$ cat src/sv/htbd_pkg.sv
package htbd_pkg;

  localparam int IDX_W     = 9;
  localparam int SYM_W     = 8;
  localparam int BYTE_BITS = 8;
  localparam int CNT_W     = $clog2(BYTE_BITS + 1);

  localparam logic OP_LOAD   = 1'b0;
  localparam logic OP_DECODE = 1'b1;

  typedef struct packed {
    logic [IDX_W-1:0] left;
    logic [IDX_W-1:0] right;
    logic             leaf;
    logic [SYM_W-1:0] sym;
  } node_t;

  localparam int NODE_W = $bits(node_t);

  // one leaf hit from the walker, and the end-of-byte mark
  typedef struct packed {
    logic             push;
    logic [SYM_W-1:0] sym;
    logic             close;
  } emit_t;

  typedef enum logic {
    ST_IDLE,
    ST_WALK
  } walk_state_t;

endpackage

$ cat src/sv/htbd_walk.sv
module htbd_walk import htbd_pkg::*; #(
  parameter int NODE_COUNT = 512
) (
  input  logic                          clk,
  input  logic                          rst,
  input  logic                          in_valid,
  output logic                          in_stall,
  input  logic                          opcode,
  input  logic [IDX_W-1:0]              node_index,
  input  logic [IDX_W-1:0]              left_index,
  input  logic [IDX_W-1:0]              right_index,
  input  logic                          leaf_flag,
  input  logic [SYM_W-1:0]              leaf_symbol,
  input  logic [BYTE_BITS-1:0]          code_byte,
  input  logic                          cfg_valid,
  output logic                          cfg_ready,
  input  logic [IDX_W-1:0]              root_node,
  output logic                          ram_we,
  output logic [$clog2(NODE_COUNT)-1:0] ram_waddr,
  output logic [NODE_W-1:0]             ram_wdata,
  output logic [$clog2(NODE_COUNT)-1:0] ram_raddr,
  input  logic [NODE_W-1:0]             ram_rdata,
  output emit_t                         ev,
  input  logic                          can_push
);

  localparam int AW = $clog2(NODE_COUNT);

  walk_state_t          state, state_next;
  logic [IDX_W-1:0]     cur, cur_next;
  logic [IDX_W-1:0]     root;
  logic [BYTE_BITS-1:0] bits;
  logic [CNT_W-1:0]     left_cnt;
  logic                 chk;
  logic                 rd_zero;
  node_t                node;
  logic                 accept;
  logic                 hit;
  logic                 hold;
  logic                 done;
  logic                 step;

  assign accept = in_valid && !in_stall;

  // entries past the table read as an all-zero internal node
  assign node = rd_zero ? '0 : node_t'(ram_rdata);

  assign hit  = (state == ST_WALK) && chk && node.leaf;
  assign hold = hit && !can_push;
  assign done = (state == ST_WALK) && !hold && (left_cnt == '0);
  assign step = (state == ST_WALK) && !hit && (left_cnt != '0);

  always_comb begin
    state_next = state;
    case (state)
      ST_IDLE: begin
        if (accept && opcode == OP_DECODE) begin
          state_next = ST_WALK;
        end
      end
      ST_WALK: begin
        if (done) begin
          state_next = ST_IDLE;
        end
      end
      default: state_next = ST_IDLE;
    endcase
  end

  always_comb begin
    in_stall  = (state != ST_IDLE);
    cfg_ready = (state == ST_IDLE);
    ev.push   = hit && can_push;
    ev.sym    = node.sym;
    ev.close  = done;
  end

  always_comb begin
    cur_next = cur;
    if (state == ST_IDLE && cfg_valid) begin
      cur_next = root_node;
    end else if (hit && can_push) begin
      cur_next = root;
    end else if (step) begin
      cur_next = bits[BYTE_BITS-1] ? node.right : node.left;
    end
  end

  // the read address follows the walk so the next node is ready in the following cycle
  assign ram_raddr = AW'(cur_next);
  assign ram_we    = accept && (opcode == OP_LOAD) && (32'(node_index) < NODE_COUNT);
  assign ram_waddr = AW'(node_index);
  assign ram_wdata = NODE_W'({left_index, right_index, leaf_flag, leaf_symbol});

  always_ff @(posedge clk) begin
    if (rst) begin
      state    <= ST_IDLE;
      cur      <= '0;
      root     <= '0;
      left_cnt <= '0;
      chk      <= 1'b0;
    end else begin
      state <= state_next;
      cur   <= cur_next;
      if (state == ST_IDLE && cfg_valid) begin
        root <= root_node;
      end
      if (accept && opcode == OP_DECODE) begin
        left_cnt <= CNT_W'(BYTE_BITS);
        chk      <= 1'b0;
      end else if (hit && can_push) begin
        chk <= 1'b0;
      end else if (step) begin
        left_cnt <= left_cnt - 1'b1;
        chk      <= 1'b1;
      end
    end
  end

  always_ff @(posedge clk) begin
    rd_zero <= !(32'(cur_next) < NODE_COUNT);
    if (accept && opcode == OP_DECODE) begin
      bits <= code_byte;
    end else if (step) begin
      bits <= {bits[BYTE_BITS-2:0], 1'b0};
    end
  end

endmodule

$ cat config.mk
export PLATFORM = sky130hd
export DESIGN_NAME = htbd_walk
export DESIGN_NICKNAME = d
export VERILOG_FILES = /design/src/sv/htbd_pkg.sv /design/src/sv/htbd_walk.sv
export SDC_FILE = /design/constraint.sdc
export NUM_CORES = 1
export LEC_CHECK = 0
export ABC_CLOCK_PERIOD_IN_PS = 2000
export BUFFER_PORTS_ARGS = -buffer_cell sky130_fd_sc_hd__buf_4
export CORE_UTILIZATION = 25
export CTS_CLUSTER_SIZE = 24
export DETAILED_ROUTE_END_ITERATION = 12
export PLACE_DENSITY = 0.62
export SLEW_MARGIN = 30
export SYNTH_ARGS = -nofsm -noshare
export SYNTH_HDL_FRONTEND = slang
export SYNTH_SLANG_ARGS = --single-unit
$ cat constraint.sdc
create_clock -name clk -period 2 [get_ports clk]
set_input_delay 0 -clock clk [delete_from_list [all_inputs] [get_ports clk]]
set_output_delay 0 -clock clk [all_outputs]
set_load 0.03 [all_outputs]
==> metrics <==
status=completed; H-tree depth reported by CTS=2; Static Leakage=0.000923 uW; adder-cell share of the synthesized area=0.619%; PD cells=664 nW/um2; Die Wd=91.9 um; Post-layout nets=331; Seq pwr share=46.3%; total power=1580 uW; io pins=144; Slew HR=63.8%; post-synthesis simple-gate area fraction=13.9%; Rows=32; Placed Area=2180 um2; Internal=1130 uW; met1 wire length=2.11 mm; Critical Path RT=2.00 ns; Port Buf Inserts=55; vias per cell=4.75; kind of critical path=register to output port; Yosys reg bits=32; CP peak stage delay=0.40 ns; CTS Buf Count=5; Async S/R FF share, synth=0%; Core Region=7770 um2; xor/xnor cell area share of the yosys netlist=0%; total track usage=11.6%; CTS tree=built; maximum VDD drop=180 uV; Crit. End Element=output port; slowest CP cell=nor3b_2; mux cell area share after synthesis=8.91%; Switch Pwr=451 uW; drc violations=0; crit-path cells=inv_1 > ha_1 > nor3b_2 > o211ai_1 > a31oi_1 > buf_4; Clk pin slew, worst setup/hold paths=0.06 ns; worst-path fanout max=6; most frequent cell after synthesis=buf_4; Logic pwr share=24.4%; fin crit period=1.93 ns; top layer in use=met4; RSZ-0062 raised after global routing=false; vias=1643; maxcap violations=0; initial antenna violation count=0; first-pass GRT wire length=7.85 mm; die area=8450 um2; clock network power share=29.3%; TNS Setup=0 ns; Max Clk Rate=517 MHz; root buf cell=clkbuf_8; top cell type's share of synthesized area=23.8%; Top Family by Delay on Critical Path=compound AO/OA/AOI/OAI gates; DR WL met3=328 um; Remaining Overflow, GRT=0; Yosys warning total=0; Synth top cells by count=buf_4, dfxtp_1, a21oi_1, nand2_1, mux2_2; drt initial violations=99; vias in the first global route=1663; dpl hpwl=3.54 mm; antenna viol nets, final=0; final period utilization=96.7%; largest net degree at the start of global routing=22; synth unique cells=34; synthesized area=2020 um2; diode count=0; EDFF count, synth=8; compound-cell area share of the yosys netlist=18.9%; clk sinks=32; final setup fails=0; Net Count, Synth=314; Pre-Repair DR Iteration Count=6; CP arrival=1.93 ns; final WL=4.81 mm; Die Y=91.9 um; Startpoint Class=register; Area Growth Syn to Fin=17.6%; Synth area leader=dfxtp_1; clock network latency to the later pin of the worst-skew pair=0.28 ns; Net Sw Frac=28.6%; register area share after synthesis=35.6%; worst hold slack=0.0000132 ns; Worst Max-Slew Pin Slew=0.541 ns; Final Hold Viols=0; drt wl/cell=13.9 um; Clock Skews=0.00590 ns; Post-Syn Area per Cell=8.91 um2; Starting Density=26.0%; fin area=2380 um2; top_reg_cell synth=dfxtp_1; most area-consuming cells after synthesis=dfxtp_1, buf_4, edfxtp_1, mux2_2, a21oi_1; Hold WC Path Type=input port to output port; max-slew violations=0; Clock Path Buffers=2; combinational family with the most area after synthesis=buffers and inverters; DR WL met2=2.25 mm; WP buf/inv=2; Syn Inst Count=227; fraction of final layout cells sized beyond drive strength 1=37.7%; Placer Congestion=0.731
-- worst reg2reg max path, stage by stage (launching register included) --
cell and delay, ns:
dfxtp_1 0.32, inv_1 0.08, ha_1 0.21, or3b_4 0.46
buf_4 0.19, o21ai_0 0.16, a21oi_1 0.08
-- state kept, by name, summed over array words and instances, names as in the netlist --
name,flops
cur,9
root,9
bits,8
left_cnt,4
chk,1
in_stall,1
-- kinds of logic (layout without fill, tap and decap cells) --
family          after synthesis  after routing
compound gates               58             58
fa+ha+maj                     1              1
buf+inv                      66             82
flops                        32             32
mux                          16             16
simple gates                 54             55
-- path summary, 6_finish.rpt --
path,depth (start not counted),endpoint,from,slack (ns)
setup / recovery,6,ram_raddr[6],left_cnt[0],0.07
hold / removal,0,ram_wdata[6],leaf_symbol[6],0.00001
setup reg to reg,6,in_stall,left_cnt[0],0.37
hold reg to reg,2,root[0],root[0],0.46
-- per-layer routing --
layer | track usage (%) | up-vias
met3 | 2.74 | 21
met4 | 5.86 | 0
met5 | 0 | -
met2 | 19.3 | 49
li1 | - | 802
met1 | 13.8 | 771
-- power groups by stage --
stage / sequential (uW) / combinational (uW) / clock, uW
global placement: 743 / 357 / 0
global route: 737 / 419 / 500
CTS: 731 / 383 / 472
detailed placement: 744 / 364 / 0
finish: 732 / 385 / 463
floorplan: 734 / 395 / 0
-- layout by cell type, fill, tap and decap left out, types with 2 or more instances in the layout --
cell / count
nor2b_1: 2
a311oi_1: 9
a31oi_1: 9
a21oi_1: 23
nor2_1: 10
inv_1: 5
nand2_1: 18
nor3_1: 2
edfxtp_1: 8
o211ai_1: 9
dlygate4sd3_1: 9
clkbuf_8: 5
nand2b_1: 2
dfxtp_1: 23
buf_4: 60
mux2_2: 16
nand3_1: 11
o21ai_0: 3
-- through the flow --
stage / setup WS (ns) / util (%) / cells
3_5_place_dp: 0.150 / 28.0 / 329
4_1_cts: 0.00115 / 30.3 / 345
2_1_floorplan: 0.105 / - / 227
6_report: 0.0655 / 30.6 / 346
3_3_place_gp: 0.186 / 28.0 / 329
5_1_grt: 0.00285 / 30.6 / 346
-- area by class of cell --
| type | instances | area, um2 |
|---|---|---|
| Timing Repair Buffer | 69 | 541 |
| Inverter | 6 | 22.5 |
| Tap cell | 102 | 128 |
| Fill cell | 824 | 5390 |
| Sequential cell | 32 | 722 |
| Multi-Input combinational cell | 130 | 888 |
| Clock buffer | 6 | 72.6 |
| Clock inverter | 1 | 5.00 |
-- what timing repair did --
item | in CTS | in global routing
hold buffers | 9 | 0
gates cloned | 0 | 1
setup endpoints to repair | 10 | 9
setup buffers | 0 | 0
pin swaps | 1 | 0
hold endpoints to repair | 9 | 0
resized for setup | 2 | 3
Power figures use the tool's default switching activity.
