### src/sv/htbd_ram.sv
module htbd_ram #(
  parameter int WIDTH = 8,
  parameter int DEPTH = 16
) (
  input  logic                     clk,
  input  logic                     we,
  input  logic [$clog2(DEPTH)-1:0] waddr,
  input  logic [WIDTH-1:0]         wdata,
  input  logic [$clog2(DEPTH)-1:0] raddr,
  output logic [WIDTH-1:0]         rdata
);

  logic [WIDTH-1:0] mem [DEPTH];

  always_ff @(posedge clk) begin
    if (we) begin
      mem[waddr] <= wdata;
    end
    rdata <= mem[raddr];
  end

endmodule

### config.mk
export PLATFORM = sky130hd
export DESIGN_NAME = htbd_ram
export DESIGN_NICKNAME = d
export VERILOG_FILES = /design/src/sv/htbd_ram.sv
export SDC_FILE = /design/constraint.sdc
export NUM_CORES = 1
export LEC_CHECK = 0
export ABC_AREA = 1
export BUFFER_PORTS_ARGS = -buffer_cell sky130_fd_sc_hd__buf_2
export CORE_MARGIN = 2
export CORE_UTILIZATION = 50
export CTS_BUF_LIST = sky130_fd_sc_hd__clkbuf_8
export DETAILED_ROUTE_END_ITERATION = 16
export HOLD_SLACK_MARGIN = 0.1
export PLACE_DENSITY = 0.77
export RECOVER_POWER = 50
export SYNTH_ARGS = -nofsm -noshare
export SYNTH_HDL_FRONTEND = slang
export SYNTH_SLANG_ARGS = --single-unit
### constraint.sdc
create_clock -name clk -period 2 [get_ports clk]
set_input_delay 0.1 -clock clk [delete_from_list [all_inputs] [get_ports clk]]
set_output_delay 0.1 -clock clk [all_outputs]
set_load 0.005 [all_outputs]
==> results of run 1 <==
flip-flops by register name, indices dropped and copies added (netlist names):
register	cells
mem	128
rdata	8
cell type report:
class / count / share of cell area (%)
Inverter: 102 / 5.96
Clock inverter: 15 / 2.86
Tap cell: 143 / 2.79
Multi-Input combinational cell: 289 / 18.9
Timing Repair Buffer: 37 / 3.51
Clock buffer: 17 / 3.64
Sequential cell: 136 / 62.3
report_power, final:
group | internal (uW) | switching [uW]
logic | 110 | 264
clock network | 1340 | 1000
registers | 3190 | 22.0
total | 4630 | 1290
worst register-to-register path, stage by stage (launching register included):
cell,delay (ns)
edfxtp_1,0.36
inv_1,0.07
nand2_1,0.05
nand3_1,0.14
nand3_1,0.08
nand3_1,0.14
nand2_1,0.08
routing by layer:
layer | vias to the layer above | GRT usage, % | share of wire [%] | routed length (um)
li1 | 1835 | - | - | -
met1 | 1825 | 25.4 | 40 | 4940
met2 | 175 | 34.3 | 50 | 6180
met3 | 31 | 4.30 | 6.2 | 761
met4 | 0 | 11.6 | 3.1 | 383
met5 | - | 0 | 0 | 0
metrics by stage:
step	hold slack [ns]	worst slack (ns)
3_3_place_gp	0.456	0.583
4_1_cts	0.104	0.952
6_report	0.138	0.765
5_1_grt	0.166	0.709
3_5_place_dp	0.478	0.511
2_1_floorplan	0.199	0.949
path summary, 6_finish.rpt:
| kind | slack [ns] | from | depth (start not counted) | end |
|---|---|---|---|---|
| min reg2reg | 0.69 | mem[12][5] | 6 | rdata[5] |
| max reg2reg | 0.99 | mem[7][4] | 6 | rdata[4] |
| max | 0.77 | wdata[7] | 2 | mem[11][7] |
| min | 0.14 | raddr[2] | 4 | rdata[4] |
repair_timing:
action / in CTS / in global routing
setup buffers: 0 / 0
endpoints found under the hold margin: 80 / 0
hold buffers: 7 / 0
layout by cell type (no fill, tap or decap), drive strengths merged, types with 4 or more instances in the layout:
| master | count |
|---|---|
| nand2 | 173 |
| dfxtp | 8 |
| clkinv | 9 |
| bufinv | 4 |
| edfxtp | 128 |
| inv | 102 |
| buf | 18 |
| nor2 | 17 |
| clkbuf | 29 |
| dlygate4sd3 | 7 |
| nand3 | 97 |
cells by family (layout without fill, tap and decap cells):
kind of cell	count (synthesis)	count (layout)	share of synthesized area [%]
AND/OR/NAND/NOR	289	289	21.0
buffers and inverters	126	171	9.52
flip-flops	136	136	69.4
==> run summary, run 1 <==
Maximum number of pins on one net before global-route repair -> 65
Share of cells above drive strength 1 -> 8.22%
Top post-synthesis cells by count -> nand2_1 (173), edfxtp_1 (128), inv_1 (100)
Pre-antenna DRT Iters -> 5
Die width -> 111 um
TritonCTS clock tree -> done
Residual DRC -> 0
H-tree lvl count -> 4
Maxcap violations -> 0
Max-slew headroom -> 35.9%
Sequential Area -> 0.00400 mm2
Part of the Yosys area used for sequential elements -> 69.4%
Drt wl/cell -> 16.6 um
Avg Cell Area, Syn -> 10.5 um2
Total chip power -> 5920 uW
Final net count -> 601
DP Area -> 0.00595 mm2
Post-CTS Resized -> 0
Peak supply drop -> 0.714 mV
Multi-input logic area -> 0.00121 mm2
Clock Latency Late Sink -> 0.44 ns
Post-synth ARST share -> 0%
Post-Syn Area -> 0.00577 mm2
Final std cells w/o fill -> 739
HPWL after detailed placement -> 7.93 mm
Yosys top cell area share -> 66.7%
Leakage power -> 0.00275 uW
CP max stage delay -> 0.71 ns
Leading area contributor after synthesis -> edfxtp_1
Drt total wl -> 12.3 mm
Endpoints failing hold -> 0
Worst-margin pin slew -> 0.961 ns
Clock sink count -> 136
Vias in the first global route -> 3,768
Final worst path period need -> 1.23 ns
Iter 0 DRT Violations -> 331
Power per Cell Area -> 922 mW/mm2
Pins Over Slew Limit -> 0
First-pass GRT wire length -> 19.0 mm
PortBufs -> 25
Library cells used by synthesis -> 12
Status -> finished clean
Antenna fix cells -> 0
Worst Clk Skew -> 0.00988 ns
RSZ-0062 raised after global routing -> no
Area contributors post-synth -> edfxtp_1 (67%), nand2_1 (11%), nand3_1 (8.4%)
Fillers -> 960
Crit-path slowest cell -> clkbuf_1
Routability Congestion -> 0.863
Via count -> 3,866
Placed Cells -> 700
Clock Pin Slew Worst Setup and Hold Paths -> 0.08 ns
Synth-to-layout area growth -> 11.4%
CTS buffer count -> 17
CP endpoint kind -> register
Crit path kind -> in2reg
# IOs -> 26
Buf+Inv Stages, Crit Path -> 2
Cell Rows -> 39
Initial antenna violation count -> 0
CTS Buffer Depth -> 2
Synth Flop Type -> edfxtp_1
EDFF count, synth -> 128
Total core area -> 0.0113 mm2
Root Driver -> clkbuf_8
CP Data Arrival Time -> 1.34 ns
CP top delay family -> buffers and inverters
Worst Setup Start Kind -> primary input
Tot GR Track Use -> 20.7%
Achievable Freq -> 0.810 GHz
Final period utilization -> 61.7%
Fin area -> 0.00642 mm2
Hold Path Class -> in2reg
Die height -> 111 um
Grt ovf -> 0
Count leader, synth -> nand2_1
DR vias/cell -> 5.23
Syn_nets -> 569
Setup TNS Final -> 0 ns
Critical-path cell list -> dlygate4sd3_1, clkbuf_1
Yosys warning count -> 0
Initial core utilization -> 50.9%
CP max FO -> 16
Die area -> 0.0124 mm2
#FFs+latches synth -> 136
Util after Layout -> 56.7%
Mapped Cells -> 551
ANT nets after route -> 0
Worst Path Required -> 2.10 ns
Final setup fails -> 0
No activity file was read; power rests on OpenSTA's default activity.
==> run 2, diff against run 1 <==
--- a/config.mk
+++ b/config.mk
@@ -12,7 +12,7 @@
 export CTS_BUF_LIST = sky130_fd_sc_hd__clkbuf_8
 export DETAILED_ROUTE_END_ITERATION = 16
 export HOLD_SLACK_MARGIN = 0.1
-export PLACE_DENSITY = 0.77
+export PLACE_DENSITY = 0.8
 export RECOVER_POWER = 50
 export SYNTH_ARGS = -nofsm -noshare
 export SYNTH_HDL_FRONTEND = slang
==> constraint.sdc (replaced) <==
create_clock -name clk -period 1 [get_ports clk]
set_input_delay 0.05 -clock clk [delete_from_list [all_inputs] [get_ports clk]]
set_output_delay 0.05 -clock clk [all_outputs]
set_load 0.005 [all_outputs]
==> run 2 against run 1 <==
Non-clock buffer count is 24 higher. Register-to-register slack worse by 0.96 ns. Final area is 3.9% higher. Combinational power is 130% higher. Power is 95% higher. Global-route usage is 1.3 points higher. Sequential power is 100% higher. Largest power group unchanged.
==> run summary, run 2 (synthesized netlist as in run 1, its figures left out) <==
Status -> finished clean
Final worst path period need -> 0.974 ns
CP endpoint kind -> register
CTS Buffer Depth -> 2
Power per Cell Area -> 1730 mW/mm2
Drt wl/cell -> 17.2 um
Peak supply drop -> 0.824 mV
First-pass GRT wire length -> 20.3 mm
Antenna fix cells -> 0
Die width -> 111 um
Worst-margin pin slew -> 0.596 ns
Commonest cells after routing, fill and taps aside -> nand2_1 (172), edfxtp_1 (128), inv_1 (99), nand3_1 (82), buf_2 (21)
Vias in the first global route -> 3,975
Clock sink count -> 136
CP Data Arrival Time -> 1.33 ns
Die height -> 111 um
# IOs -> 26
Post-CTS setup buffers -> 0
HPWL after detailed placement -> 8.18 mm
Initial core utilization -> 50.9%
ANT nets after route -> 0
Grt ovf -> 0
Routability Congestion -> 0.889
Share of cells above drive strength 1 -> 14.4%
Hold Path Class -> in2reg
Max-slew headroom -> 60.3%
Final setup fails -> 0
Clock Pin Slew Worst Setup and Hold Paths -> 0.08 ns
Total core area -> 0.0113 mm2
PortBufs -> 25
H-tree lvl count -> 4
Pre-antenna DRT Iters -> 6
Iter 0 DRT Violations -> 468
Via count -> 4,016
Clock Latency Late Sink -> 0.46 ns
Endpoints failing hold -> 0
DR vias/cell -> 5.26
Cell Rows -> 39
CTS buffer count -> 17
Commonest non-fill, non-tap cell in the layout -> nand2_1
Initial antenna violation count -> 0
Fillers -> 908
Post-place setup slack -> -0.0803 ns
Maximum number of pins on one net before global-route repair -> 65
Drt total wl -> 13.1 mm
Sequential Area -> 0.00401 mm2
Pins Over Slew Limit -> 0
Worst Setup Start Kind -> register
Root Driver -> clkbuf_8
Die area -> 0.0124 mm2
CP max FO -> 1
Worst Clk Skew -> 0.0194 ns
Number of flip-flops in the largest register -> 128
Final net count -> 625
TritonCTS clock tree -> done
Achievable Freq -> 1.03 GHz
Tot GR Track Use -> 21.9%
Leakage power -> 0.00288 uW
Maxcap violations -> 0
Biggest registers after layout -> mem x128, rdata x8
Most flops, register -> mem
Setup WS post-layout -> 0.0262 ns
Worst Path Required -> 1.35 ns
Residual DRC -> 0
Synth-to-layout area growth -> 15.7%
Final period utilization -> 97.4%
Crit path kind -> reg2reg
Setup TNS Final -> 0 ns
RSZ-0062 raised after global routing -> yes
Multi-input logic area -> 0.00129 mm2
run 2: path summary, 6_finish.rpt:
check | start | to | slack [ns] | depth (start not counted)
worst max-delay path | mem[10][5] | rdata[5] | 0.03 | 6
worst min-delay path | raddr[2] | rdata[2] | 0.12 | 6
worst min register to register | mem[12][1] | rdata[1] | 0.69 | 6
worst max register to register | mem[10][5] | rdata[5] | 0.03 | 6
run 2: stage by stage:
stage          util, %  power (uW)  instances  cell area, um2  hold slack [ns]
3_3_place_gp      54.6        7310        722            6180            0.335
5_1_grt           58.9       12000        763            6670            0.130
4_1_cts           58.8       11600        763            6660            0.103
6_report          58.9       11500        763            6670            0.124
2_1_floorplan        -        6970        551            5770            0.149
3_5_place_dp      54.6        7340        722            6180            0.344
run 2: repair_timing:
item                       CTS  global route
pin swaps                    0             2
hold endpoints to repair   136             0
hold buffers                 9             0
setup endpoints to repair    2             8
resized for setup            2            18
run 2: layout make-up:
class	instances	area share (%)
Timing Repair Buffer	61	6.49
Clock buffer	17	3.51
Tap cell	143	2.68
Inverter	102	5.74
Clock inverter	15	2.19
Multi-Input combinational cell	289	19.4
Sequential cell	136	60.0
run 2: layer usage:
layer	global-route usage (%)	share of wire [%]	wire length, um
met2	37.8	51	6710
met1	26.2	38	5020
met3	5.66	7.8	1020
met5	0	0	0
met4	9.38	2.8	363
run 2: worst max-delay path: stages, from the launching register on:
cell	delay [ns]
edfxtp_1	0.42
inv_1	0.09
nand2_1	0.06
nand3_1	0.07
nand3_1	0.07
nand3_1	0.09
nand2_1	0.07
run 2: power by group:
part / switching (uW) / internal (uW)
logic: 574 / 293
registers: 40.7 / 6370
clock network: 2260 / 2020
total: 2880 / 8670
==> run 3, diff against run 2 <==
--- a/config.mk
+++ b/config.mk
@@ -7,9 +7,10 @@
 export LEC_CHECK = 0
 export ABC_AREA = 1
 export BUFFER_PORTS_ARGS = -buffer_cell sky130_fd_sc_hd__buf_2
-export CORE_MARGIN = 2
+export CORE_MARGIN = 1
 export CORE_UTILIZATION = 50
 export CTS_BUF_LIST = sky130_fd_sc_hd__clkbuf_8
+export CTS_CLUSTER_SIZE = 30
 export DETAILED_ROUTE_END_ITERATION = 16
 export HOLD_SLACK_MARGIN = 0.1
 export PLACE_DENSITY = 0.8
==> run 3 against run 2 <==
Combinational power up 2.9%. Highest routed layer unchanged. Largest power group unchanged. Core utilization grew 2.7 points. Sequential share of layout area shrank 1.1 points. Final cell count rose by 0.66%. Final area increased by 2.0%. Register-to-register slack barely moved. Global-route usage grew 1.7 points. Critical endpoint is now rdata[2]. Hold slack better by 0.032 ns.
==> run summary, run 3 (synthesized netlist as in run 1, its figures left out) <==
Pins Over Slew Limit -> 0
Drt wl/cell -> 16.9 um
Clock Latency Late Sink -> 0.44 ns
RSZ-0062 raised after global routing -> yes
Power per Cell Area -> 1720 mW/mm2
HPWL after detailed placement -> 8.15 mm
Buf+Inv Stages, Crit Path -> 1
Post-CTS setup buffers -> 0
Setup TNS Final -> 0 ns
First-pass GRT wire length -> 20.0 mm
Die width -> 109 um
CTS buffer count -> 17
TritonCTS clock tree -> done
Critical-path cell list -> inv_1, nand2_1, nand3_2, nand3_2, nand3_2, nand2_1
Final period utilization -> 97.6%
Status -> finished clean
Hold_ws -> 0.156 ns
Sequential Area -> 0.00401 mm2
Max-slew headroom -> 67.2%
Vias in the first global route -> 4,043
Cell Rows -> 38
Clock sink count -> 136
Worst Path Required -> 1.32 ns
Maxcap violations -> 0
Root Driver -> clkbuf_8
Biggest registers after layout -> mem x128, rdata x8
Tot GR Track Use -> 23.6%
ANT nets after route -> 0
Leakage power -> 0.00295 uW
Achievable Freq -> 1.02 GHz
Crit-path slowest cell -> edfxtp_1
Worst-margin pin slew -> 0.492 ns
Multi-input logic area -> 0.00136 mm2
Worst Setup Start Kind -> register
Reg2reg start -> mem[1][2]
Share of cells above drive strength 1 -> 18.3%
CP endpoint kind -> register
CTS Buffer Depth -> 2
Worst Clk Skew -> 0.0139 ns
CP max stage delay -> 0.36 ns
Initial core utilization -> 52.3%
Grt ovf -> 0
Drt total wl -> 13.0 mm
CP max FO -> 1
# IOs -> 26
Final setup fails -> 0
Crit path kind -> reg2reg
Commonest non-fill, non-tap cell in the layout -> nand2_1
Pre-antenna DRT Iters -> 5
Final worst path period need -> 0.976 ns
Die height -> 109 um
Peak supply drop -> 0.872 mV
Hold Path Class -> in2reg
Most flops, register -> mem
Die area -> 0.0120 mm2
CP top delay family -> simple AND/OR/NAND/NOR gates
Fillers -> 858
CP most frequent cell -> nand3_2
Initial antenna violation count -> 0
Residual DRC -> 0
DR vias/cell -> 5.26
PortBufs -> 25
Iter 0 DRT Violations -> 377
Routability Congestion -> 0.876
Final net count -> 633
Clock Pin Slew Worst Setup and Hold Paths -> 0.08 ns
Total core area -> 0.0110 mm2
CP Data Arrival Time -> 1.30 ns
Synth-to-layout area growth -> 18.0%
H-tree lvl count -> 4
Hold_sp -> raddr[2]
Antenna fix cells -> 0
Endpoints failing hold -> 0
Setup crit start -> mem[1][2]
Commonest cells after routing, fill and taps aside -> nand2_1 (169), edfxtp_1 (128), inv_1 (99), nand3_1 (70), nand3_2 (27)
Maximum number of pins on one net before global-route repair -> 65
Number of flip-flops in the largest register -> 128
Via count -> 4,038
[run 3: cell types whose count changed in the layout (fill, tap and decap cells not counted), sizes merged]
cell      before  now
buf           32   36
bufinv         1    2
clkbuf        37   43
clkinv         6    5
clkinvlp       2    4
inv          108  104
[run 3: power by group]
part / internal [uW] / switching (uW)
Combinational: 306 / 586
Clock: 2320 / 2050
Sequential: 6370 / 42.9
[run 3: final timing paths]
check	end	slack [ns]	cells past startpoint
max	rdata[2]	0.02	6
min	rdata[0]	0.16	5
max reg2reg	rdata[2]	0.02	6
min reg2reg	rdata[2]	0.69	6
[run 3: routing by layer]
| metal | share of wire [%] | vias up | wire length [um] | global-route usage [%] |
|---|---|---|---|---|
| li1 | - | 1900 | - | - |
| met1 | 39 | 1892 | 5120 | 29.7 |
| met2 | 50 | 209 | 6470 | 38.2 |
| met3 | 8.1 | 37 | 1060 | 6.16 |
| met4 | 2.8 | 0 | 359 | 10.9 |
| met5 | 0 | - | 0 | 0 |
[run 3: final cells by class]
type | instances | area share [%]
clock buffers | 19 | 3.84
clock inverters | 13 | 1.91
inverters | 102 | 5.63
multi-input cells | 289 | 20.0
flip-flops and latches | 136 | 58.9
well taps | 140 | 2.57
repair buffers | 69 | 7.17
[run 3: worst min-delay path, delay by kind of cell]
kind / cells / cell delay, ns
buffers and inverters: 2 / 0.28
and+or+nand+nor: 3 / 0.22
[run 3: repair_timing]
action	in CTS	in global routing
endpoints found under the setup margin	2	10
gates resized for setup	3	32
hold buffers	9	0
endpoints found under the hold margin	135	0
gates cloned	0	0
pin swaps	0	9
[run 3: metrics by stage]
step           setup WS (ns)  cell area (um2)  total power, uW  util, %  instances
2_1_floorplan      -0.000845             5770             6970        -        551
3_3_place_gp         -0.0580             6230             7310     56.4        727
3_5_place_dp         -0.0931             6230             7340     56.4        727
4_1_cts              0.00922             6720            11700     60.9        768
5_1_grt              -0.0545             6800            12000     61.7        768
6_report              0.0236             6800            11700     61.7        768
