File: src/sv/htbd_pkg.sv
package htbd_pkg;

  localparam int IDX_W     = 9;
  localparam int SYM_W     = 8;
  localparam int BYTE_BITS = 8;
  localparam int CNT_W     = $clog2(BYTE_BITS + 1);

  localparam logic OP_LOAD   = 1'b0;
  localparam logic OP_DECODE = 1'b1;

  typedef struct packed {
    logic [IDX_W-1:0] left;
    logic [IDX_W-1:0] right;
    logic             leaf;
    logic [SYM_W-1:0] sym;
  } node_t;

  localparam int NODE_W = $bits(node_t);

  // one leaf hit from the walker, and the end-of-byte mark
  typedef struct packed {
    logic             push;
    logic [SYM_W-1:0] sym;
    logic             close;
  } emit_t;

  typedef enum logic {
    ST_IDLE,
    ST_WALK
  } walk_state_t;

endpackage

File: src/sv/htbd_out.sv
module htbd_out import htbd_pkg::*; (
  input  logic             clk,
  input  logic             rst,
  input  emit_t            ev,
  output logic             can_push,
  output logic             out_valid,
  input  logic             out_stall,
  output logic [SYM_W-1:0] symbol,
  output logic             last
);

  logic             pend_valid;
  logic [SYM_W-1:0] pend_sym;
  logic             pend_last;
  logic             slot_free;
  logic             move;

  // a pending symbol leaves only once it is known whether it closes its byte
  assign slot_free = !out_valid || !out_stall;
  assign move      = pend_valid && slot_free && (pend_last || ev.push);
  assign can_push  = !pend_valid || slot_free;

  always_ff @(posedge clk) begin
    if (rst) begin
      out_valid  <= 1'b0;
      pend_valid <= 1'b0;
    end else begin
      if (move) begin
        out_valid <= 1'b1;
      end else if (!out_stall) begin
        out_valid <= 1'b0;
      end
      if (ev.push) begin
        pend_valid <= 1'b1;
      end else if (move) begin
        pend_valid <= 1'b0;
      end
    end
  end

  always_ff @(posedge clk) begin
    if (move) begin
      symbol <= pend_sym;
      last   <= pend_last;
    end
    if (ev.push) begin
      pend_sym  <= ev.sym;
      pend_last <= ev.close;
    end else if (ev.close) begin
      pend_last <= 1'b1;
    end
  end

endmodule

File: config.mk
export PLATFORM = sky130hd
export DESIGN_NAME = htbd_out
export DESIGN_NICKNAME = d
export VERILOG_FILES = /design/src/sv/htbd_pkg.sv /design/src/sv/htbd_out.sv
export SDC_FILE = /design/constraint.sdc
export NUM_CORES = 1
export LEC_CHECK = 0
export ABC_AREA = 1
export ABC_CLOCK_PERIOD_IN_PS = 3280
export BUFFER_PORTS_ARGS = -buffer_cell sky130_fd_sc_hd__buf_2
export CORE_MARGIN = 10
export CORE_UTILIZATION = 40
export DETAILED_ROUTE_END_ITERATION = 8
export GPL_TIMING_DRIVEN = 0
export PLACE_DENSITY = 0.66
export RECOVER_POWER = 50
export SLEW_MARGIN = 10
export SYNTH_ARGS = -nofsm -noshare
export SYNTH_HDL_FRONTEND = slang
export SYNTH_SLANG_ARGS = --single-unit
File: constraint.sdc
create_clock -name clk -period 3.28 [get_ports clk]
set_input_delay 0.328 -clock clk [delete_from_list [all_inputs] [get_ports clk]]
set_output_delay 0.328 -clock clk [all_outputs]
set_load 0.05 [all_outputs]
==> flow_metrics.env, run 1 <==
export IMPL_clkPwrFrac_pct=24.5
export IMPL_drtAntennaViolNets=0
export IMPL_ir_worst_vdd_uv=270.8
export IMPL_grt_ovfl_total=0
export IMPL_dp_cells=72
export IMPL_skew_ns=0.001315
export IMPL_fmax_mhz=607.1
export IMPL_relSlewSlack_pct=51.79
export IMPL_cts_buffer_depth=2
export IMPL_post_cts_setup_buffers=0
export IMPL_swShare_pct=22.82
export IMPL_synth_simple_area_share_pct=3.550
export IMPL_insertion_delay_ns=0.28
export IMPL_cts_sinks=20
export IMPL_drc=0
export IMPL_r2r_end="symbol[1]$_DFFE_PP_"
export IMPL_core_area_mm2=0.001506
export IMPL_antenna_found_initial=0
export IMPL_cp_arrival_ns=1.57
export IMPL_utilization_pct=52.74
export IMPL_min_delay_path_class="in -> reg"
export IMPL_cts_root_buf="clkbuf_4"
export IMPL_boundaryPins=24
export IMPL_worst_pin_slew_ns=0.7205
export IMPL_grt_pass1_vias=318
export IMPL_viasPerCell=4.539
export IMPL_synthMuxAreaShare_pct=0
export IMPL_seqPwrFrac_pct=65.5
export IMPL_seq_area_frac_synth_pct=91.52
export IMPL_synth_top_family_by_area="simple AND/OR/NAND/NOR gates"
export IMPL_initial_core_util_pct=42.11
export IMPL_htreeDepth=1
export IMPL_routed_wl_um=969
export IMPL_area_delta_synth_final_pct=25.25
export IMPL_r2r_start="pend_last$_SDFFCE_PN1P_"
export IMPL_mappedNetlistArea_um2=634.4
export IMPL_hold_viol=0
export IMPL_numCtsBuffers=3
export IMPL_drtPass1Iterations=5
export IMPL_setup_tns_ns=0
export IMPL_fin_cells=76
export IMPL_hold_buffers=0
export IMPL_row_count=14
export IMPL_power_density_mw_per_mm2=579.5
export IMPL_gp_congestion=0.7084
export IMPL_cp_startpoint="ev[9]"
export IMPL_cp_end_kind="register"
export IMPL_fill_cells=132
export IMPL_final_period_utilization_pct=50.22
export IMPL_rsz0062_at_grt="no"
export IMPL_postSynthCellCount=33
export IMPL_die_h_um=59.83
export IMPL_n_antenna_cell=0
export IMPL_hold_slack_ns=0.2050
export IMPL_path_class="in -> reg"
export IMPL_die_w_um=59.83
export IMPL_place_hpwl_um=762.6
export IMPL_p_sw_w=0.0001051
export IMPL_drt_initial_drc_count=7
export IMPL_crit_fanout=12
export IMPL_worst_slack_ns=1.633
export IMPL_grt_total_usage_pct=5.474
export IMPL_maxCapViolations=0
export IMPL_rr_worst_depth=2
export IMPL_clkTransAtPathRegs_ns=0.10
export IMPL_crit_slowest_cell="nor2_1"
export IMPL_grt_pass1_wl_um=1428
export IMPL_period_needed_ns=1.647
export IMPL_die_area_mm2=0.003579
export IMPL_r2r_slack_ns=1.84
export IMPL_synth_compound_area_share_pct=3.156
export IMPL_grt_max_degree=13
export IMPL_endpoint="symbol[1]$_DFFE_PP_"
export IMPL_outcome="finished, final reports clean"
export IMPL_wire_per_inst_um=12.75
export IMPL_synth_xor_area_share_pct=0
export IMPL_yosysWarnings=0
export IMPL_ys_types=8
export IMPL_slew_viol_final=0
export IMPL_drive_above_1_share_pct=41.67
export IMPL_cp_required_ns=3.21
export IMPL_vias=345
export IMPL_port_buffers=23
export IMPL_mostFrequentLayoutCells="22 x buf_2, 18 x edfxtp_1, 4 x nand2_1"
export IMPL_p_comb_share_pct=10.0
export IMPL_max_stage_delay_ns=0.59
export IMPL_final_nets=74
export IMPL_dp_worst_setup_slack_ns=1.578
export IMPL_path_cells="clkbuf_1, o21ai_0, nor2_1"
export IMPL_leakagePower_nw=0.3255
export IMPL_final_setup_viol_count=0
export IMPL_cts_tree="done"
export IMPL_layout_commonest_cell="buf_2"
export IMPL_cp_start_kind="input pin"
export IMPL_p_int_w=0.0003553
export IMPL_post_cts_resized=0
export IMPL_synthAdderAreaFrac_pct=0
export IMPL_syn_num_nets=46
export IMPL_synth_seq_cells=20
export IMPL_syn_area_per_cell_um2=19.22
-- metrics by stage --
stage	total power [W]	cell area, µm²
final	0.0004604	794.5
after global routing	0.0004811	794.5
after CTS	0.0004666	795.8
after detailed placement	0.0003542	769.5
after global placement	0.0003529	769.5
after floorplan	0.0003368	634.4
-- how the worst min path moves through the flow --
stage | end | from | depth (start not counted)
final | pend_valid$_SDFFE_PP0P_ | rst | 2
after global routing | pend_sym[7]$_DFFE_PP_ | ev[8] | 1
after floorplan | out_valid$_SDFFE_PP0P_ | rst | 1
after global placement | symbol[1]$_DFFE_PP_ | pend_sym[1]$_DFFE_PP_ | 0
after detailed placement | symbol[5]$_DFFE_PP_ | pend_sym[5]$_DFFE_PP_ | 0
after CTS | pend_valid$_SDFFE_PP0P_ | rst | 2
-- flip-flops by register name, indices dropped and copies added (netlist names) --
signal and flops:
last 1, pend_last 1, out_valid 1, symbol 8
pend_valid 1, pend_sym 8
-- critical path, delay by kind of cell --
family          cells  cell delay, ns
simple gates        1            0.59
compound gates      1            0.22
buf+inv             1            0.43
-- area by class of cell --
cell class / instances / area (µm²) / area share, %
Timing Repair Buffer: 23 / 113.9 / 14.33
Tap cell: 16 / 20.02 / 2.520
Inverter: 3 / 11.26 / 1.417
Sequential cell: 20 / 580.6 / 73.07
Multi-Input combinational cell: 10 / 42.54 / 5.354
Clock buffer: 4 / 26.28 / 3.307
-- cells by family (layout without fill, tap and decap cells) --
logic type | Yosys count | after routing
flip-flops | 20 | 20
AND/OR/NAND/NOR | 6 | 6
AO/OA/AOI/OAI | 4 | 4
buffers and inverters | 3 | 30
-- power by group through the flow --
stage	combinational, W	clock, W	sequential [W]
6_report	0.0000462	0.000113	0.000302
5_1_grt	0.0000493	0.000129	0.000303
4_1_cts	0.0000469	0.000118	0.000301
3_5_place_dp	0.0000469	0	0.000307
3_3_place_gp	0.0000460	0	0.000307
2_1_floorplan	0.00000636	0	0.000330
-- cell usage after synthesis, drive strengths merged --
cell	n	area, µm²
nor2	2	7.510
dfxtp	2	40.04
o21ai	2	10.00
nand2	4	15.01
a21oi	2	10.01
inv	3	11.26
edfxtp	18	540.5
-- layer usage --
metal / share of wire [%] / GRT usage (%)
met5: 0 / 0
met4: 0 / 3.846
met3: 12 / 3.390
met2: 52 / 9.118
met1: 36 / 4.666
Note: power is estimated with default switching activity, not from simulation.
==> run 2, diff against run 1 <==
Settings changed: ABC_CLOCK_PERIOD_IN_PS 3280 to 1400, PLACE_DENSITY 0.66 to 0.69.
Clock period 3.28 ns to 1.4 ns, I/O delays scaled along.
==> flow_metrics.env, run 2 (same netlist as run 1, synthesis figures left out) <==
export IMPL_grt_pass1_wl_um=1442
export IMPL_cts_root_buf="clkbuf_4"
export IMPL_grt_ovfl_total=0
export IMPL_grt_pass1_vias=348
export IMPL_initial_core_util_pct=42.11
export IMPL_skew_ns=0.006781
export IMPL_dp_cells=72
export IMPL_drtAntennaViolNets=0
export IMPL_leakagePower_nw=0.3364
export IMPL_ir_worst_vdd_uv=639.8
export IMPL_fin_cells=78
export IMPL_path_cells="o21ai_0, nor2_2"
export IMPL_drtPass1Iterations=5
export IMPL_drt_initial_drc_count=8
export IMPL_critPathBufInv=0
export IMPL_layout_top_registers="pend_sym: 8 flops, symbol: 8 flops"
export IMPL_fill_cells=133
export IMPL_area_delta_synth_final_pct=28.99
export IMPL_routed_wl_um=920
export IMPL_final_period_utilization_pct=89.02
export IMPL_drc=0
export IMPL_rsz0062_at_grt="no"
export IMPL_viasPerCell=4.333
export IMPL_power_density_mw_per_mm2=1314
export IMPL_final_setup_viol_count=0
export IMPL_insertion_delay_ns=0.28
export IMPL_numCtsBuffers=3
export IMPL_cts_tree="done"
export IMPL_core_area_mm2=0.001506
export IMPL_max_stage_delay_ns=0.39
export IMPL_htreeDepth=1
export IMPL_grt_max_degree=13
export IMPL_cts_sinks=20
export IMPL_final_nets=76
export IMPL_hold_viol=0
export IMPL_die_h_um=59.83
export IMPL_cp_required_ns=1.34
export IMPL_cp_start_kind="register"
export IMPL_outcome="finished, final reports clean"
export IMPL_worst_pin_slew_ns=0.4428
export IMPL_cp_end_kind="register"
export IMPL_crit_fanout=9
export IMPL_multi_input_area_um2=45.04
export IMPL_row_count=14
export IMPL_path_delay_family="simple AND/OR/NAND/NOR gates"
export IMPL_layout_commonest_cell="buf_2"
export IMPL_setup_tns_ns=0
export IMPL_gp_congestion=0.6490
export IMPL_period_needed_ns=1.246
export IMPL_relSlewSlack_pct=70.45
export IMPL_drive_above_1_share_pct=43.55
export IMPL_port_buffers=23
export IMPL_fmax_mhz=802.3
export IMPL_n_antenna_cell=0
export IMPL_regArea_um2=580.6
export IMPL_grt_total_usage_pct=5.548
export IMPL_crit_slowest_cell="nor2_2"
export IMPL_path_class="reg -> reg"
export IMPL_cp_arrival_ns=1.18
export IMPL_boundaryPins=24
export IMPL_clkTransAtPathRegs_ns=0.10
export IMPL_min_delay_path_class="in -> reg"
export IMPL_vias=338
export IMPL_maxCapViolations=0
export IMPL_die_w_um=59.83
export IMPL_slew_viol_final=0
export IMPL_antenna_found_initial=0
export IMPL_cts_buffer_depth=2
export IMPL_place_hpwl_um=753.4
export IMPL_die_area_mm2=0.003579
export IMPL_wire_per_inst_um=11.79
export IMPL_mostFrequentLayoutCells="23 x buf_2, 18 x edfxtp_1, 4 x nand2_1"
==> run 2: cell count changes in the layout (fill, tap and decap cells not counted) <==
cell / before / now
clkbuf_1: 2 / 1
nor2_2: 0 / 1
buf_2: 22 / 23
dlygate4sd3_1: 0 / 2
nor2_1: 2 / 1
==> run 2: worst paths after layout <==
check / startpoint / endpoint / slack [ns] / cells past startpoint
worst max-delay path: pend_last$_SDFFCE_PN1P_ / symbol[5]$_DFFE_PP_ / 0.15 / 2
worst min-delay path: ev[7] / pend_sym[6]$_DFFE_PP_ / 0.02 / 1
worst max register to register: pend_last$_SDFFCE_PN1P_ / symbol[5]$_DFFE_PP_ / 0.15 / 2
worst min register to register: pend_sym[5]$_DFFE_PP_ / symbol[5]$_DFFE_PP_ / 0.43 / 0
==> run 2: per-layer routing <==
layer / global-route usage [%] / up-vias / part of all wire (%) / wire length (µm)
met4: 3.846 / 0 / 0.43 / 4
met1: 5.013 / 140 / 37 / 341
li1: - / 178 / - / -
met2: 7.941 / 18 / 44 / 409
met3: 4.873 / 2 / 18 / 165
met5: 0 / - / 0 / 0
==> run 2: repair_timing <==
| item | CTS | global route |
|---|---|---|
| endpoints found under the setup margin | 0 | 0 |
| setup buffers | 0 | 0 |
| hold endpoints to repair | 0 | 2 |
| hold buffers | 0 | 2 |
| gates resized for setup | 0 | 0 |
==> run 2: metrics by stage <==
| stage | util (%) | power [W] | instance area, µm² | hold WS, ns | setup WS (ns) |
|---|---|---|---|---|---|
| after floorplan | - | 0.0007897 | 636.9 | 0.2091 | 0.09243 |
| after global placement | 51.25 | 0.0008274 | 772.0 | 0.3129 | 0.1185 |
| after detailed placement | 51.25 | 0.0008309 | 772.0 | 0.3161 | 0.08177 |
| after CTS | 52.99 | 0.001085 | 798.3 | 0.009152 | 0.1375 |
| after global routing | 54.32 | 0.001129 | 818.3 | 0.0004822 | 0.07886 |
| final | 54.32 | 0.001075 | 818.3 | 0.02256 | 0.1537 |
==> run 2: where the power goes <==
group          switching, W  internal [W]
registers         0.0000100      0.000696
clock network      0.000146      0.000110
logic             0.0000827     0.0000295
==> run 2: layout make-up <==
cell class / instances / share of cell area, %
Clock buffer: 4 / 3.211
Tap cell: 16 / 2.446
Inverter: 3 / 1.376
Sequential cell: 20 / 70.95
Multi-Input combinational cell: 10 / 5.505
Timing Repair Buffer: 25 / 16.51
==> run 3, diff against run 2 <==
Settings changed: CORE_MARGIN 10 to 1.5.
==> flow_metrics.env, run 3 (same netlist as run 1, synthesis figures left out) <==
export IMPL_outcome="finished, final reports clean"
export IMPL_dp_worst_setup_slack_ns=0.07986
export IMPL_grt_use_met2_pct=16.06
export IMPL_die_area_mm2=0.001834
export IMPL_drc=0
export IMPL_worst_pin_slew_ns=0.4299
export IMPL_skew_ns=0.001836
export IMPL_drtPass1Iterations=2
export IMPL_power_density_mw_per_mm2=1258
export IMPL_place_hpwl_um=567
export IMPL_rr_worst_depth=2
export IMPL_r2r_end="symbol[6]$_DFFE_PP_"
export IMPL_cp_arrival_ns=1.18
export IMPL_grt_max_degree=13
export IMPL_initial_core_util_pct=42.61
export IMPL_period_needed_ns=1.227
export IMPL_slew_viol_final=0
export IMPL_grt_total_usage_pct=9.973
export IMPL_viasPerCell=4.614
export IMPL_leakagePower_nw=0.3576
export IMPL_grt_busiest_layer="met2"
export IMPL_layout_top_registers="pend_sym: 8 flops, symbol: 8 flops"
export IMPL_final_setup_viol_count=0
export IMPL_path_class="reg -> reg"
export IMPL_rsz0062_at_grt="no"
export IMPL_hold_path_end="pend_sym[6]$_DFFE_PP_"
export IMPL_relSlewSlack_pct=71.31
export IMPL_final_period_utilization_pct=87.65
export IMPL_vias=383
export IMPL_clkTransAtPathRegs_ns=0.10
export IMPL_r2r_slack_ns=0.17
export IMPL_cts_sinks=20
export IMPL_mostFrequentLayoutCells="23 x buf_2, 18 x edfxtp_1, 7 x dlygate4sd3_1"
export IMPL_area_delta_synth_final_pct=36.88
export IMPL_drive_above_1_share_pct=40.30
export IMPL_fmax_mhz=814.9
export IMPL_cts_root_buf="clkbuf_4"
export IMPL_final_nets=81
export IMPL_p_int_w=0.0008387
export IMPL_met1_usage_pct=9.483
export IMPL_core_area_mm2=0.001489
export IMPL_drt_initial_drc_count=8
export IMPL_numCtsBuffers=3
export IMPL_cts_tree="done"
export IMPL_crit_fanout=9
export IMPL_cp_end_kind="register"
export IMPL_die_w_um=42.83
export IMPL_n_antenna_cell=0
export IMPL_die_h_um=42.83
export IMPL_port_buffers=23
export IMPL_layout_commonest_cell="buf_2"
export IMPL_cp_start_kind="register"
export IMPL_insertion_delay_ns=0.29
export IMPL_min_delay_path_class="in -> reg"
export IMPL_p_comb_share_pct=11.3
export IMPL_hold_viol=0
export IMPL_antenna_found_initial=0
export IMPL_gp_congestion=0.7160
export IMPL_use_met3_pct=3.830
export IMPL_row_count=14
export IMPL_clkPwrFrac_pct=24.0
export IMPL_swShare_pct=23.21
export IMPL_min_delay_start="ev[7]"
export IMPL_wire_per_inst_um=10.11
export IMPL_hold_buffers=1
export IMPL_grt_pass1_wl_um=1221
export IMPL_seqPwrFrac_pct=64.7
export IMPL_setup_tns_ns=0
export IMPL_r2r_start="pend_last$_SDFFCE_PN1P_"
export IMPL_p_sw_w=0.0002535
export IMPL_cts_buffer_depth=2
export IMPL_maxCapViolations=0
export IMPL_cp_required_ns=1.35
export IMPL_htreeDepth=1
export IMPL_drtAntennaViolNets=0
export IMPL_grt_pass1_vias=325
export IMPL_grt_ovfl_total=0
export IMPL_worst_slack_ns=0.1729
export IMPL_ir_worst_vdd_uv=543.1
export IMPL_post_cts_setup_buffers=0
export IMPL_routed_wl_um=839
export IMPL_hold_depth=1
export IMPL_post_cts_resized=0
export IMPL_boundaryPins=24
[run 3: cell count changes in the layout (fill, tap and decap cells not counted)]
cell and delta:
clkbuf_1 -1, clkinv_1 +1, dlygate4sd3_1 +5
[run 3: worst max-delay path: stages, from the launching register on]
cell	delay (ns)
edfxtp_1	0.38
o21ai_0	0.13
nor2_2	0.38
[run 3: per-layer routing]
metal / routed length, µm / up-vias / share of wire (%)
li1: - / 188 / -
met1: 340 / 175 / 41
met2: 420 / 18 / 50
met3: 58 / 2 / 6.9
met4: 19 / 0 / 2.3
met5: 0 / - / 0
[run 3: area by class of cell]
| cell class | instances | area, µm² |
|---|---|---|
| clock buffers | 3 | 22.52 |
| clock inverters | 1 | 3.754 |
| multi-input cells | 10 | 45.04 |
| flip-flops and latches | 20 | 580.6 |
| well taps | 16 | 20.02 |
| inverters | 3 | 11.26 |
| fillers | 116 | 620.6 |
| repair buffers | 30 | 185.2 |
[run 3: how the worst max path moves through the flow]
stage / slack [ns] / depth (start not counted) / from / to
after floorplan: 0.09 / 3 / out_valid$_SDFFE_PP0P_ / last$_DFFE_PP_
after global placement: 0.12 / 3 / ev[9] / symbol[5]$_DFFE_PP_
after detailed placement: 0.08 / 3 / ev[9] / symbol[0]$_DFFE_PP_
after CTS: 0.15 / 2 / pend_last$_SDFFCE_PN1P_ / symbol[6]$_DFFE_PP_
after global routing: 0.08 / 2 / pend_last$_SDFFCE_PN1P_ / symbol[6]$_DFFE_PP_
final: 0.17 / 2 / pend_last$_SDFFCE_PN1P_ / symbol[6]$_DFFE_PP_
[run 3: metrics by stage]
stage	std cells	total power [W]	cell area, µm²	util, %	hold WS, ns
after floorplan	33	0.0007897	636.9	-	0.2091
after global placement	72	0.0008261	772.0	51.85	0.3133
after detailed placement	72	0.0008296	772.0	51.85	0.3167
after CTS	77	0.001093	808.3	54.29	0.003898
after global routing	83	0.001146	868.3	58.32	0.001500
final	83	0.001092	868.3	58.32	0.01797
[run 3: power by group through the flow]
stage	clock network (W)	registers, W	logic, W
floorplan	0	0.000774	0.0000157
global placement	0	0.000719	0.000107
detailed placement	0	0.000721	0.000109
CTS	0.000275	0.000707	0.000111
global route	0.000305	0.000711	0.000130
finish	0.000263	0.000706	0.000123
